$ cat config.mk
export PLATFORM = sky130hd
export DESIGN_NAME = http_header_length_tracker
export DESIGN_NICKNAME = d
export VERILOG_FILES = /design/src/rtl/hhlt_pkg.sv /design/src/rtl/hhlt_cfg_regs.sv /design/src/rtl/hhlt_datapath.sv /design/src/rtl/hhlt_ctrl.sv /design/src/rtl/http_header_length_tracker.sv
export SDC_FILE = /design/constraint.sdc
export NUM_CORES = 1
export LEC_CHECK = 0
export BUFFER_PORTS_ARGS = -buffer_cell sky130_fd_sc_hd__clkbuf_2
export CAP_MARGIN = 20
export CORE_MARGIN = 5
export CORE_UTILIZATION = 39
export CTS_CLUSTER_DIAMETER = 100
export DETAILED_ROUTE_END_ITERATION = 6
export SYNTH_ARGS = -nofsm -noshare
export SYNTH_HDL_FRONTEND = slang
export SYNTH_SLANG_ARGS = --single-unit
$ cat constraint.sdc
create_clock -name i_clk -period 7 [get_ports i_clk]
set_input_delay 1.05 -clock i_clk [delete_from_list [all_inputs] [get_ports i_clk]]
set_output_delay 1.05 -clock i_clk [all_outputs]
set_load 0.01 [all_outputs]
$ cat src/rtl/hhlt_pkg.sv
// Shared types, constants and character tables for the HTTP header length tracker.
package hhlt_pkg;

    localparam int INSERT_MAX_DEF   = 48;
    localparam int LENGTH_WIDTH_DEF = 32;

    localparam int INS_LEN_W  = 6;
    localparam int INS_WORDS  = 6;
    localparam int CFG_IDX_W  = 3;
    localparam int CFG_DATA_W = 64;

    localparam logic [CFG_IDX_W-1:0] CFG_IDX_LEN       = 3'd0;
    localparam logic [CFG_IDX_W-1:0] CFG_IDX_WORD0     = 3'd1;
    localparam logic [CFG_IDX_W-1:0] CFG_IDX_WORD_LAST = 3'd6;

    localparam int NAME_LEN = 15;
    localparam logic [4:0] POS_VALUE  = 5'd15;
    localparam logic [4:0] POS_CLOSED = 5'd16;

    localparam logic [2:0] EMC_BODY = 3'd4;
    localparam logic [2:0] HOLD_MAX = 3'd4;

    localparam logic [7:0] NAME_TEXT [NAME_LEN] = '{
        "c", "o", "n", "t", "e", "n", "t", "-", "l", "e", "n", "g", "t", "h", ":"
    };
    localparam logic [7:0] BLANK_TEXT [4] = '{8'h0D, 8'h0A, 8'h0D, 8'h0A};

    localparam logic [7:0] CHAR_0      = "0";
    localparam logic [7:0] CHAR_9      = "9";
    localparam logic [7:0] CHAR_UC_A   = "A";
    localparam logic [7:0] CHAR_UC_Z   = "Z";
    localparam logic [7:0] CHAR_SP     = 8'h20;
    localparam logic [7:0] CHAR_TAB    = 8'h09;
    localparam logic [7:0] CASE_OFFSET = 8'h20;

    typedef enum logic [1:0] {
        CLS_PASS,
        CLS_HOLD,
        CLS_INSERT,
        CLS_RELEASE
    } t_cls;

    typedef enum logic [2:0] {
        OSEL_NONE,
        OSEL_CH_IN,
        OSEL_INS,
        OSEL_REL,
        OSEL_CH_HELD
    } t_out_sel;

    typedef enum logic [1:0] {
        ST_IDLE,
        ST_INSERT,
        ST_RELEASE,
        ST_TAIL
    } t_state;

    typedef struct packed {
        logic     in_acc;
        t_out_sel out_sel;
    } t_dp_cmd;

    typedef struct packed {
        t_cls cls;
        logic out_free;
        logic ins_last;
        logic rel_last;
        logic has_hold;
    } t_dp_sts;

endpackage

$ cat src/rtl/hhlt_cfg_regs.sv
// Configuration registers: insert length and insert message bytes, with byte read port.
module hhlt_cfg_regs
    import hhlt_pkg::*;
#(
    parameter int INSERT_MAX = INSERT_MAX_DEF
) (
    input  logic                  i_clk,
    input  logic                  i_rst_n,
    input  logic                  i_cfg_valid,
    output logic                  o_cfg_ready,
    input  logic [CFG_IDX_W-1:0]  i_cfg_index,
    input  logic [CFG_DATA_W-1:0] i_cfg_data,
    input  logic [INS_LEN_W-1:0]  i_rd_idx,
    output logic [7:0]            o_rd_byte,
    output logic [INS_LEN_W-1:0]  o_ilen
);

    logic [INS_LEN_W-1:0] r_ins_len;
    logic [7:0][7:0]      r_ins_words [INS_WORDS];
    logic [2:0]           rd_word;
    logic [CFG_IDX_W-1:0] wr_word;

    assign o_cfg_ready = 1'b1;
    assign wr_word     = i_cfg_index - CFG_IDX_WORD0;
    assign rd_word     = i_rd_idx[5:3];

    always_ff @(posedge i_clk) begin
        if (!i_rst_n) begin
            r_ins_len <= '0;
            for (int i = 0; i < INS_WORDS; i++) begin
                r_ins_words[i] <= '0;
            end
        end else if (i_cfg_valid) begin
            if (i_cfg_index == CFG_IDX_LEN) begin
                r_ins_len <= i_cfg_data[INS_LEN_W-1:0];
            end else if (i_cfg_index >= CFG_IDX_WORD0 && i_cfg_index <= CFG_IDX_WORD_LAST) begin
                r_ins_words[wr_word] <= i_cfg_data;
            end
        end
    end

    // bytes beyond the stored words read zero
    always_comb begin
        if (rd_word < 3'(INS_WORDS)) begin
            o_rd_byte = r_ins_words[rd_word][i_rd_idx[2:0]];
        end else begin
            o_rd_byte = '0;
        end
    end

    assign o_ilen = (r_ins_len > INS_LEN_W'(INSERT_MAX)) ? INS_LEN_W'(INSERT_MAX) : r_ins_len;

endmodule

$ cat src/rtl/hhlt_datapath.sv
// Datapath: blank-line and name matching, length accumulation, hold/release and output register.
module hhlt_datapath
    import hhlt_pkg::*;
#(
    parameter int LENGTH_WIDTH = LENGTH_WIDTH_DEF
) (
    input  logic                 i_clk,
    input  logic                 i_rst_n,
    input  logic [7:0]           i_in_byte,
    input  t_dp_cmd              i_cmd,
    output t_dp_sts              o_sts,
    input  logic [INS_LEN_W-1:0] i_ilen,
    input  logic [7:0]           i_ins_byte,
    output logic [INS_LEN_W-1:0] o_ins_idx,
    output logic                 o_out_valid,
    input  logic                 i_out_ready,
    output logic [7:0]           o_out_byte,
    output logic                 o_last,
    output logic                 o_message_done
);

    localparam int LW = LENGTH_WIDTH;

    // tracking state
    logic [2:0]    r_emc, n_emc;
    logic [4:0]    r_pos, n_pos;
    logic [LW-1:0] r_len, n_len;
    logic          r_seen, n_seen;
    logic [2:0]    r_hold, n_hold;

    // sequence state for a burst
    logic [7:0]           r_ch;
    logic                 r_done;
    logic [1:0]           r_rel_ptr;
    logic [2:0]           r_rel_left;
    logic [INS_LEN_W-1:0] r_ins_idx;

    // output register
    logic       r_out_valid;
    logic [7:0] r_out_byte;
    logic       r_out_last;
    logic       r_out_done;

    logic          is_body;
    logic [2:0]    emc_adv;
    logic          blank_end;
    logic [7:0]    lc;
    logic          digit;
    logic [3:0]    dval;
    logic [LW-1:0] vbase;
    logic [LW+3:0] acc;
    logic [LW-1:0] len_acc;
    logic [4:0]    pos_t;
    logic [LW-1:0] len_t;
    logic          seen_t;
    logic [LW-1:0] len_dec;
    logic          done_now;
    t_cls          cls;
    logic          out_free;

    always_comb begin
        is_body = (r_emc == EMC_BODY);
        emc_adv = (i_in_byte == BLANK_TEXT[r_emc[1:0]]) ? r_emc + 3'd1 : 3'd0;
        blank_end = (emc_adv == EMC_BODY);

        lc = (i_in_byte >= CHAR_UC_A && i_in_byte <= CHAR_UC_Z) ?
             i_in_byte + CASE_OFFSET : i_in_byte;
        digit = (i_in_byte >= CHAR_0 && i_in_byte <= CHAR_9);
        dval  = 4'(i_in_byte - CHAR_0);

        // value * 10 + digit, saturating at all ones
        vbase   = r_seen ? r_len : '0;
        acc     = {1'b0, vbase, 3'b000} + {3'b000, vbase, 1'b0} + {{LW{1'b0}}, dval};
        len_acc = (acc[LW+3:LW] != 4'd0) ? '1 : acc[LW-1:0];

        pos_t  = r_pos;
        len_t  = r_len;
        seen_t = r_seen;
        if (r_pos == POS_VALUE) begin
            if (digit) begin
                len_t  = len_acc;
                seen_t = 1'b1;
            end else if (i_in_byte != CHAR_SP && i_in_byte != CHAR_TAB) begin
                pos_t = POS_CLOSED;
            end
        end else if (r_pos < POS_VALUE) begin
            if (lc == NAME_TEXT[r_pos[3:0]]) begin
                pos_t = r_pos + 5'd1;
            end else begin
                pos_t = '0;
            end
        end

        len_dec = (r_len != '0) ? r_len - LW'(1) : r_len;

        if (is_body) begin
            done_now = (len_dec == '0);
        end else begin
            done_now = blank_end && (!seen_t || len_t == '0);
        end

        if (is_body) begin
            cls = CLS_PASS;
        end else if (blank_end) begin
            if (i_ilen != '0) begin
                cls = CLS_INSERT;
            end else begin
                cls = (r_hold != 3'd0) ? CLS_RELEASE : CLS_PASS;
            end
        end else if (emc_adv != 3'd0 && i_ilen != '0) begin
            cls = CLS_HOLD;
        end else begin
            cls = (r_hold != 3'd0) ? CLS_RELEASE : CLS_PASS;
        end
    end

    always_comb begin
        n_emc  = r_emc;
        n_pos  = r_pos;
        n_len  = r_len;
        n_seen = r_seen;
        n_hold = r_hold;
        if (i_cmd.in_acc) begin
            if (done_now) begin
                n_emc  = '0;
                n_pos  = '0;
                n_len  = '0;
                n_seen = 1'b0;
                n_hold = '0;
            end else if (is_body) begin
                n_len = len_dec;
            end else begin
                n_emc  = emc_adv;
                n_pos  = pos_t;
                n_len  = len_t;
                n_seen = seen_t;
                if (cls == CLS_HOLD) begin
                    n_hold = (r_hold < HOLD_MAX) ? r_hold + 3'd1 : r_hold;
                end else begin
                    n_hold = '0;
                end
            end
        end
    end

    always_ff @(posedge i_clk) begin
        if (!i_rst_n) begin
            r_emc  <= '0;
            r_pos  <= '0;
            r_len  <= '0;
            r_seen <= 1'b0;
            r_hold <= '0;
        end else begin
            r_emc  <= n_emc;
            r_pos  <= n_pos;
            r_len  <= n_len;
            r_seen <= n_seen;
            r_hold <= n_hold;
        end
    end

    // held bytes are the newest r_hold bytes of the matched prefix
    always_ff @(posedge i_clk) begin
        if (i_cmd.in_acc) begin
            r_ch       <= i_in_byte;
            r_done     <= done_now;
            r_rel_left <= r_hold;
            r_rel_ptr  <= r_emc[1:0] - r_hold[1:0];
            r_ins_idx  <= '0;
        end else if (i_cmd.out_sel == OSEL_INS) begin
            r_ins_idx <= r_ins_idx + INS_LEN_W'(1);
        end else if (i_cmd.out_sel == OSEL_REL) begin
            r_rel_ptr  <= r_rel_ptr + 2'd1;
            r_rel_left <= r_rel_left - 3'd1;
        end
    end

    assign out_free = !r_out_valid || i_out_ready;

    always_ff @(posedge i_clk) begin
        if (!i_rst_n) begin
            r_out_valid <= 1'b0;
        end else if (i_cmd.out_sel != OSEL_NONE) begin
            r_out_valid <= 1'b1;
        end else if (i_out_ready) begin
            r_out_valid <= 1'b0;
        end
    end

    always_ff @(posedge i_clk) begin
        case (i_cmd.out_sel)
            OSEL_CH_IN: begin
                r_out_byte <= i_in_byte;
                r_out_last <= 1'b1;
                r_out_done <= done_now;
            end
            OSEL_INS: begin
                r_out_byte <= i_ins_byte;
                r_out_last <= 1'b0;
                r_out_done <= 1'b0;
            end
            OSEL_REL: begin
                r_out_byte <= BLANK_TEXT[r_rel_ptr];
                r_out_last <= 1'b0;
                r_out_done <= 1'b0;
            end
            OSEL_CH_HELD: begin
                r_out_byte <= r_ch;
                r_out_last <= 1'b1;
                r_out_done <= r_done;
            end
            default: begin
                r_out_byte <= r_out_byte;
                r_out_last <= r_out_last;
                r_out_done <= r_out_done;
            end
        endcase
    end

    assign o_sts.cls      = cls;
    assign o_sts.out_free = out_free;
    assign o_sts.ins_last = ((r_ins_idx + INS_LEN_W'(1)) == i_ilen);
    assign o_sts.rel_last = (r_rel_left == 3'd1);
    assign o_sts.has_hold = (r_rel_left != 3'd0);

    assign o_ins_idx      = r_ins_idx;
    assign o_out_valid    = r_out_valid;
    assign o_out_byte     = r_out_byte;
    assign o_last         = r_out_last;
    assign o_message_done = r_out_done;

endmodule

$ cat src/rtl/hhlt_ctrl.sv
// Controller: accepts bytes and sequences insert, release and tail words.
module hhlt_ctrl
    import hhlt_pkg::*;
(
    input  logic    i_clk,
    input  logic    i_rst_n,
    input  logic    i_in_valid,
    output logic    o_in_ready,
    input  t_dp_sts i_sts,
    output t_dp_cmd o_cmd
);

    t_state r_state, n_state;

    always_ff @(posedge i_clk) begin
        if (!i_rst_n) begin
            r_state <= ST_IDLE;
        end else begin
            r_state <= n_state;
        end
    end

    always_comb begin
        n_state       = r_state;
        o_in_ready    = 1'b0;
        o_cmd.in_acc  = 1'b0;
        o_cmd.out_sel = OSEL_NONE;
        case (r_state)
            ST_IDLE: begin
                o_in_ready = i_sts.out_free;
                if (i_in_valid && i_sts.out_free) begin
                    o_cmd.in_acc = 1'b1;
                    case (i_sts.cls)
                        CLS_PASS:    o_cmd.out_sel = OSEL_CH_IN;
                        CLS_HOLD:    o_cmd.out_sel = OSEL_NONE;
                        CLS_INSERT:  n_state = ST_INSERT;
                        CLS_RELEASE: n_state = ST_RELEASE;
                        default:     n_state = ST_IDLE;
                    endcase
                end
            end
            ST_INSERT: begin
                if (i_sts.out_free) begin
                    o_cmd.out_sel = OSEL_INS;
                    if (i_sts.ins_last) begin
                        n_state = i_sts.has_hold ? ST_RELEASE : ST_TAIL;
                    end
                end
            end
            ST_RELEASE: begin
                if (i_sts.out_free) begin
                    o_cmd.out_sel = OSEL_REL;
                    if (i_sts.rel_last) begin
                        n_state = ST_TAIL;
                    end
                end
            end
            ST_TAIL: begin
                if (i_sts.out_free) begin
                    o_cmd.out_sel = OSEL_CH_HELD;
                    n_state       = ST_IDLE;
                end
            end
            default: n_state = ST_IDLE;
        endcase
    end

endmodule

$ cat src/rtl/http_header_length_tracker.sv
// Top level of the HTTP header length tracker.
//
// Usage: bytes of an HTTP message enter on the in channel (i_in_valid/o_in_ready,
// i_in_byte); result words leave on the out channel (o_out_valid/i_out_ready)
// with o_out_byte, o_last on the final word caused by an input byte, and
// o_message_done on that word when headers plus body are complete.
// Registers are written on the cfg channel (index 0 insert length, 1..6 message
// words); o_cfg_ready is always high. Write only while the block is idle.
// Throughput: one byte per cycle while headers and body pass and the output
// register is free. A byte that may be part of the blank line is held with
// insertion on and gives no word. The byte that completes the blank line with
// insertion on, or one that releases held bytes, is followed by the insert
// words (on completion), the held bytes and the byte itself, one word a cycle
// through the single output register, before the next byte is taken. A word
// appears in the cycle after it is loaded. Reset clears the match and length
// state and zeroes the registers; no clearing pass. A stalled receiver holds
// the output register; the input is then refused until it can be loaded again.
module http_header_length_tracker
    import hhlt_pkg::*;
#(
    parameter int INSERT_MAX   = INSERT_MAX_DEF,
    parameter int LENGTH_WIDTH = LENGTH_WIDTH_DEF
) (
    input  logic                  i_clk,
    input  logic                  i_rst_n,
    input  logic                  i_in_valid,
    output logic                  o_in_ready,
    input  logic [7:0]            i_in_byte,
    output logic                  o_out_valid,
    input  logic                  i_out_ready,
    output logic [7:0]            o_out_byte,
    output logic                  o_last,
    output logic                  o_message_done,
    input  logic                  i_cfg_valid,
    output logic                  o_cfg_ready,
    input  logic [CFG_IDX_W-1:0]  i_cfg_index,
    input  logic [CFG_DATA_W-1:0] i_cfg_data
);

    t_dp_cmd              w_cmd;
    t_dp_sts              w_sts;
    logic [INS_LEN_W-1:0] w_ilen;
    logic [INS_LEN_W-1:0] w_ins_idx;
    logic [7:0]           w_ins_byte;

    hhlt_cfg_regs #(
        .INSERT_MAX (INSERT_MAX)
    ) u_cfg (
        .i_clk       (i_clk),
        .i_rst_n     (i_rst_n),
        .i_cfg_valid (i_cfg_valid),
        .o_cfg_ready (o_cfg_ready),
        .i_cfg_index (i_cfg_index),
        .i_cfg_data  (i_cfg_data),
        .i_rd_idx    (w_ins_idx),
        .o_rd_byte   (w_ins_byte),
        .o_ilen      (w_ilen)
    );

    hhlt_ctrl u_ctrl (
        .i_clk      (i_clk),
        .i_rst_n    (i_rst_n),
        .i_in_valid (i_in_valid),
        .o_in_ready (o_in_ready),
        .i_sts      (w_sts),
        .o_cmd      (w_cmd)
    );

    hhlt_datapath #(
        .LENGTH_WIDTH (LENGTH_WIDTH)
    ) u_dp (
        .i_clk          (i_clk),
        .i_rst_n        (i_rst_n),
        .i_in_byte      (i_in_byte),
        .i_cmd          (w_cmd),
        .o_sts          (w_sts),
        .i_ilen         (w_ilen),
        .i_ins_byte     (w_ins_byte),
        .o_ins_idx      (w_ins_idx),
        .o_out_valid    (o_out_valid),
        .i_out_ready    (i_out_ready),
        .o_out_byte     (o_out_byte),
        .o_last         (o_last),
        .o_message_done (o_message_done)
    );

    // a burst of words is never interleaved with a new input byte
    a_no_accept_mid_burst: assert property (@(posedge i_clk) disable iff (!i_rst_n)
        (o_out_valid && !o_last) |-> !o_in_ready)
        else $error("input taken while a burst is pending");

    // once a non-final word is taken, the next word of the burst follows at once
    a_burst_continues: assert property (@(posedge i_clk) disable iff (!i_rst_n)
        (o_out_valid && i_out_ready && !o_last) |=> o_out_valid)
        else $error("burst word missing");

    a_done_on_last: assert property (@(posedge i_clk) disable iff (!i_rst_n)
        (o_out_valid && o_message_done) |-> o_last)
        else $error("message done on a non-final word");

    // the datapath only takes a byte on an input handshake
    a_cmd_in_idle: assert property (@(posedge i_clk) disable iff (!i_rst_n)
        (w_cmd.in_acc) |-> (i_in_valid && o_in_ready))
        else $error("byte consumed without handshake");

endmodule
======== After elaboration in Yosys (flattened, before gate mapping) ========
Memory sizes are Yosys's and may differ from the RTL's. A register that Yosys moved wholly into a read port is not among the register bits.
Cells that the tools add are included.
word-level totals
  memory bits (read-only) ................. 128
  output and inout bits ................... 13
  word-level logic and storage cells ...... 200
  register bits ........................... 83
  input bits .............................. 80
  RAM bits ................................ 384
  memories ................................ 2
operators by class
  $lt $le $gt $ge ......................... 14
  bitwise operators ....................... 3
  equal/unequal tests ..................... 31
  reduce and logical (&&, ||, !) cells .... 38
  mux-type cells .......................... 83
  $add $sub $neg .......................... 13
memory list
  memory             depth  bits a word  read ports  clocked after Yosys merged registers in  write ports  RTL line             RTL
  u_cfg.r_ins_words  6      64           1           1                                        6            hhlt_cfg_regs.sv:19  logic [7:0][7:0] r_ins_words [INS_WORDS];
  (no name shown)    16     8            1           0                                        0            hhlt_datapath.sv:87  if (lc == NAME_TEXT[r_pos[3:0]]) begin
operators with widths
  operator                                              count
  two-way mux 32 bit                                    7
  two-way mux 8 bit                                     9
  zero test 32 bit                                      2
  two-way mux 64 bit                                    1
  OR reduction 64 bit                                   1
  two-way mux 3 bit                                     14
  adder 35 x 33 -> 36 bit                               1
  adder 36 x 4 -> 36 bit                                1
  two-way mux 5 bit                                     7
  binary-select mux 8 bit (select 2 bit)                2
  two-way mux 2 bit                                     16
  case mux 8 bit (4 select lines)                       1
  nonzero test 32 bit                                   1
  subtractor 32 x 1 -> 32 bit (second input constant)   1
  binary-select mux 8 bit (select 3 bit)                1
  two-way mux 1 bit                                     18
  nonzero test 3 bit                                    6
  equality test 8 bit                                   2
  != test 2 x 1 -> 1 bit (second input constant)        6
  case mux 3 bit (4 select lines)                       1
  equality test 3 bit (second input constant)           3
  adder 8 x 6 -> 8 bit (second input constant)          1
  equality test 2 bit (second input constant)           4
  >= comparator 8 x 6 -> 1 bit (second input constant)  1
  49 further kinds                                      75

======== Longest topological paths before layout ========
  depth in word-level cells ............... 19
  depth in mapped cells ................... 19
  gate-level depth less buffers ........... 17

======== Hierarchy ========
A second synthesis with hierarchy kept.
unflattened totals
  cells, all modules ...................... 2,541
  area, all modules ....................... 29,609.6 um2
modules (own cells, without submodules)
  module         cells an instance  times used  seq. area each (um2)  area each (um2)
  hhlt_cfg_regs  1,316              1           13,573.0              20,472.1
  hhlt_datapath  1,192              1           1,741.7               8,851.0
  hhlt_ctrl      33                 1           40.0                  286.5

======== Worst setup path after synthesis ========
Ideal clock, no wire load.
  kind .................................... input to register
  start ................................... input port i_cfg_index[1]
  end ..................................... memory u_cfg.r_ins_words[4][0] (netlist name), enable pin
  data arrival time ....................... 6.705 ns
  stages .................................. 10
  data required time ...................... 6.426 ns
  setup slack ............................. -0.280 ns
  library setup time ...................... 0.574 ns
  path buffers ............................ 1
  path through ............................ inv_1 > ha_1 > nor3_1 > nor2_1 > o221ai_1 > nor2_1 > nand2_1 > nand2_1 > clkbuf_1 > o21ai_0
RTL lines
  what                RTL line                          RTL
  start: declaration  http_header_length_tracker.sv:36  input logic [CFG_IDX_W-1:0] i_cfg_index,
  end: declaration    hhlt_cfg_regs.sv:19

======== Worst setup path after layout ========
  start ................................... register u_dp.r_seen
  end ..................................... register u_dp.r_len[27]
on the way
  longest elaborated chain between the ends .. 12
  elaborated cells between the ends (all ways) .. 16
  those cells by class .................... 2 x add/sub; 9 x mux; 5 x reduce/logical
ends and longest elaborated chain
  what                      RTL line              RTL
  start: declaration        hhlt_datapath.sv:28   logic r_seen, n_seen;
  start signal: assignment  hhlt_datapath.sv:157  r_seen <= n_seen;
  two-way mux 32 bit        hhlt_datapath.sv:72   vbase = r_seen ? r_len : '0;
  adder 35 x 33 -> 36 bit   hhlt_datapath.sv:73   acc = {1'b0, vbase, 3'b000} + {3'b000, vbase, 1'b0} + {{LW{1'b0}}, dval};
  adder 36 x 4 -> 36 bit    hhlt_datapath.sv:73
  nonzero test 4 bit        hhlt_datapath.sv:74   len_acc = (acc[LW+3:LW] != 4'd0) ? '1 : acc[LW-1:0];
  two-way mux 32 bit        hhlt_datapath.sv:74
  two-way mux 32 bit        hhlt_datapath.sv:80   if (digit) begin
  two-way mux 32 bit        hhlt_datapath.sv:79   if (r_pos == POS_VALUE) begin
  zero test 32 bit          hhlt_datapath.sv:99   done_now = blank_end && (!seen_t || len_t == '0);
  logical OR 1 bit          hhlt_datapath.sv:99
  logical AND 1 bit         hhlt_datapath.sv:99
  two-way mux 1 bit         hhlt_datapath.sv:96   if (is_body) begin
  two-way mux 32 bit *      hhlt_datapath.sv:124  if (done_now) begin
  end signal: assignment    hhlt_datapath.sv:156  r_len <= n_len;
  end: declaration          hhlt_datapath.sv:27   logic [LW-1:0] r_len, n_len;
Mark *: on every way between the ends. The rest lies on a longest branch, timed or not.
A chain may end at the register's enable or synchronous reset.

==> results_dict.tcl <==
set metrics [dict create \
    status "finished clean" \
    ctsLongestPathBuffers 3 \
    cts_resized 0 \
    ir_worst_vdd_mv 0.195 \
    vias 20400 \
    fp.dieW_um 289 \
    crit_path_top_delay_cell "a2111oi_1" \
    ys_warn_count 0 \
    hp-class "reg -> reg" \
    slew_headroom_pct 27.6 \
    antenna_found_initial 1 \
    synth_top_area_cell "edfxtp_1" \
    drc 0 \
    crit_type "reg -> reg" \
    fin_util_pct 43.9 \
    hold_buffers 0 \
    final_net_count 2657 \
    yosysSeqAreaShare_pct 56.9 \
    rsz0062_at_grt "no" \
    synth-edff-count 536 \
    cts_sinks 598 \
    ys_types 83 \
    regArea_sq_um 17300 \
    hold_viol 0 \
    final_antenna_net_count 0 \
    max_freq_mhz 168 \
    hold_end "u_dp.r_pos[4]" \
    wl_um 82700 \
    grt_pass1_wl_um 126000 \
    r2r-start "u_dp.r_seen" \
    cts_tree "built" \
    syn_area_sq_um 30400 \
    crit_chain "buf_4, and2_1, ha_1, ha_1, a21oi_1, o211ai_1, a21boi_0, o41ai_1, a211o_1, nor3_1, o21ai_1, a2111oi_1, nand2_1, o21ai_1, a31oi_2, buf_4, a32o_1" \
    endpoint_kind "flop" \
    ff2ff_path_depth 17 \
    synth_area_leaders "edfxtp_1, mux4_2, nor2_1" \
    worstPathMaxFanout 34 \
    grt_max_degree 79 \
    drt_iter0_markers 1548 \
    r2r_slack_ns 1.06 \
    p_leak_nw 11.9 \
    skew_ns 0.0496 \
    chipHeight_um 289 \
    grt.total_usage_pct 19.6 \
    dp_cells 3460 \
    setup-violations-final 0 \
    cap_violations 0 \
    die-area_sq_um 83800 \
    cts_inserted_buffers 61 \
    worst_r2r_endpoint "u_dp.r_len[27]" \
    grt_pass1_vias 21100 \
    min_delay_path_depth 1 \
    cp.arrival_ns 6.42 \
    ys_ff_latch 598 \
    dr.pass1.iters 7 \
    viasPerCell 5.71 \
    period_share_pct 84.9 \
    tightest_slew_ns 1.08 \
    hpwl_um 53500 \
    wl_per_cell_um 23.2 \
    fp-row-count 102 \
    cts.clk_slew.worst_paths_ns 0.05 \
    gr-total-overflow 0 \
    synthToLayoutAreaGrowth_pct 11.6 \
    slew_violations 0 \
    syn_area_per_cell_sq_um 12.4 \
    post_cts_buffers 0 \
    startpoint_type "flop" \
    portBuffers 91 \
    clock_latency_ns 0.63 \
    synth_nets 2625 \
    total_power_w 0.00813 \
    synth_top_area_share_pct 52.9 \
    max_stage_delay_ns 0.77 \
    multiInputGateArea_sq_um 12200 \
    place.gp.congestion 0.902 \
    period_minus_slack_ns 5.94 \
    min_from "u_dp.r_pos[4]" \
    required_ns 7.48 \
    fin_cells 3570 \
    async_reset_ff_share_pct 0 \
    root_buffer "clkbuf_16" \
    hold_slack_ns 0.473 \
    htreeDepth 2 \
    synth_flop_cell "edfxtp_1" \
    antenna_cells 0 \
    powerDensity_nw_per_um2 239 \
    tns_ns 0 \
    pin_count 93 \
    layout-drive-gt1-share_pct 16.9 \
    syn_inst 2451 \
    start_util_pct 39.3 \
    fillers 7106 \
    coreArea_sq_um 77500 \
]
==> layout make-up <==
cell class / instances / area share, %
inverters: 106 / 1.17
clock inverters: 34 / 0.987
clock buffers: 76 / 4.75
flip-flops and latches: 598 / 51.0
well taps: 1040 / 3.83
multi-input cells: 1583 / 35.8
repair buffers: 133 / 2.38
==> synth_stat cells (11+ instances only) <==
cell type and count:
inv_1 106, buf_1 30, edfxtp_1 536, and2_1 37, nand2b_1 13, and3_1 13
a211oi_1 12, nor4_1 21, nor2_1 442, nor3_1 46, o22ai_1 13, clkbuf_1 119
nand4_1 23, or3_1 17, o21ai_0 79, nand3_1 37, a32o_1 35, dfxtp_1 62
a22oi_1 11, mux2i_1 16, a21oi_1 98, xor2_1 29, o211ai_1 14, nand2_1 181
xnor2_1 38, ha_1 93, mux4_2 168
==> how the worst max path moves through the flow <==
stage	startpoint	slack (ns)	cells after the start	end
3_5_place_dp	i_in_byte[3]	1.08	18	u_dp.r_len[13]
4_1_cts	u_dp.r_seen	1.09	17	u_dp.r_len[27]
6_report	u_dp.r_seen	1.06	17	u_dp.r_len[27]
3_3_place_gp	i_in_byte[3]	1.09	18	u_dp.r_len[27]
2_1_floorplan	i_cfg_index[1]	1.30	8	u_cfg.r_ins_words[5][0]
5_1_grt	u_dp.r_seen	0.65	17	u_dp.r_len[27]
==> cell usage in the layout (no fill, tap or decap), types with 7 or more instances in the layout <==
cell	count
edfxtp_1	536
nor2_1	437
nand2_1	175
mux4_2	168
inv_1	106
a21oi_1	97
ha_1	93
clkbuf_2	91
o21ai_0	78
clkbuf_16	62
dfxtp_1	58
nor3_1	46
buf_4	39
xnor2_1	38
and2_1	37
nand3_1	35
a32o_1	35
xor2_1	29
nand4_1	23
nor4_1	21
or3_1	17
mux2i_1	16
o211ai_1	14
nand2b_1	13
and3_1	13
o22ai_1	13
clkbuf_1	13
clkinv_1	13
a211oi_1	12
a22oi_1	11
or4_1	9
a221oi_1	9
a21o_1	9
a31oi_1	9
clkinv_2	9
o31ai_1	8
nor2b_1	7
o2111ai_1	7
==> cells by family (layout without fill, tap and decap cells) <==
logic type	count (synthesis)	count (layout)	synth area share (%)
XOR/XNOR	67	67	1.93
other	1	1	0.0123
buffers and inverters	270	349	3.46
AO/OA/AOI/OAI	361	361	8.00
flip-flops	598	598	56.9
adder cells (fa/ha/maj)	94	94	3.89
AND/OR/NAND/NOR	874	874	12.7
multiplexers	186	186	13.0
==> stage by stage <==
| stage | setup slack [ns] | area [sq um] |
|---|---|---|
| 3_3_place_gp | 1.09 | 32000 |
| 4_1_cts | 1.09 | 34000 |
| 6_report | 1.06 | 34000 |
| 2_1_floorplan | 1.30 | 30400 |
| 5_1_grt | 0.647 | 34000 |
| 3_5_place_dp | 1.08 | 32000 |
==> critical path: cells and delay by family (launching register included) <==
kind	cells	cell delay [ns]
AOI/OAI and AO/OA	10	3.30
adders and majority gates	2	0.65
and+or+nand+nor	3	0.64
DFF	1	0.62
buffers and inverters	2	0.55
==> per-layer routing <==
layer	vias up	share of wire, %	GRT usage [%]
met3	117	5.6	2.47
met2	673	51	35.1
met5	-	0	0
met4	0	2.1	4.45
met1	10400	41	25.6
li1	9243	-	-
==> state kept, by name, summed over array words and instances (netlist names), 5 cells and up, named ones only <==
signal,count
u_dp.o_out_byte,8
u_dp.r_len,32
u_cfg.r_ins_words,512
u_dp.r_pos,5
u_dp.o_ins_idx,6
u_cfg.r_ins_len,6
u_dp.r_ch,8
==> power breakdown <==
part / switching (W) / internal (W)
logic: 0.000499 / 0.000260
clock network: 0.00135 / 0.00182
registers: 0.0000668 / 0.00414
total: 0.00191 / 0.00622
Power figures use the tool's default switching activity.
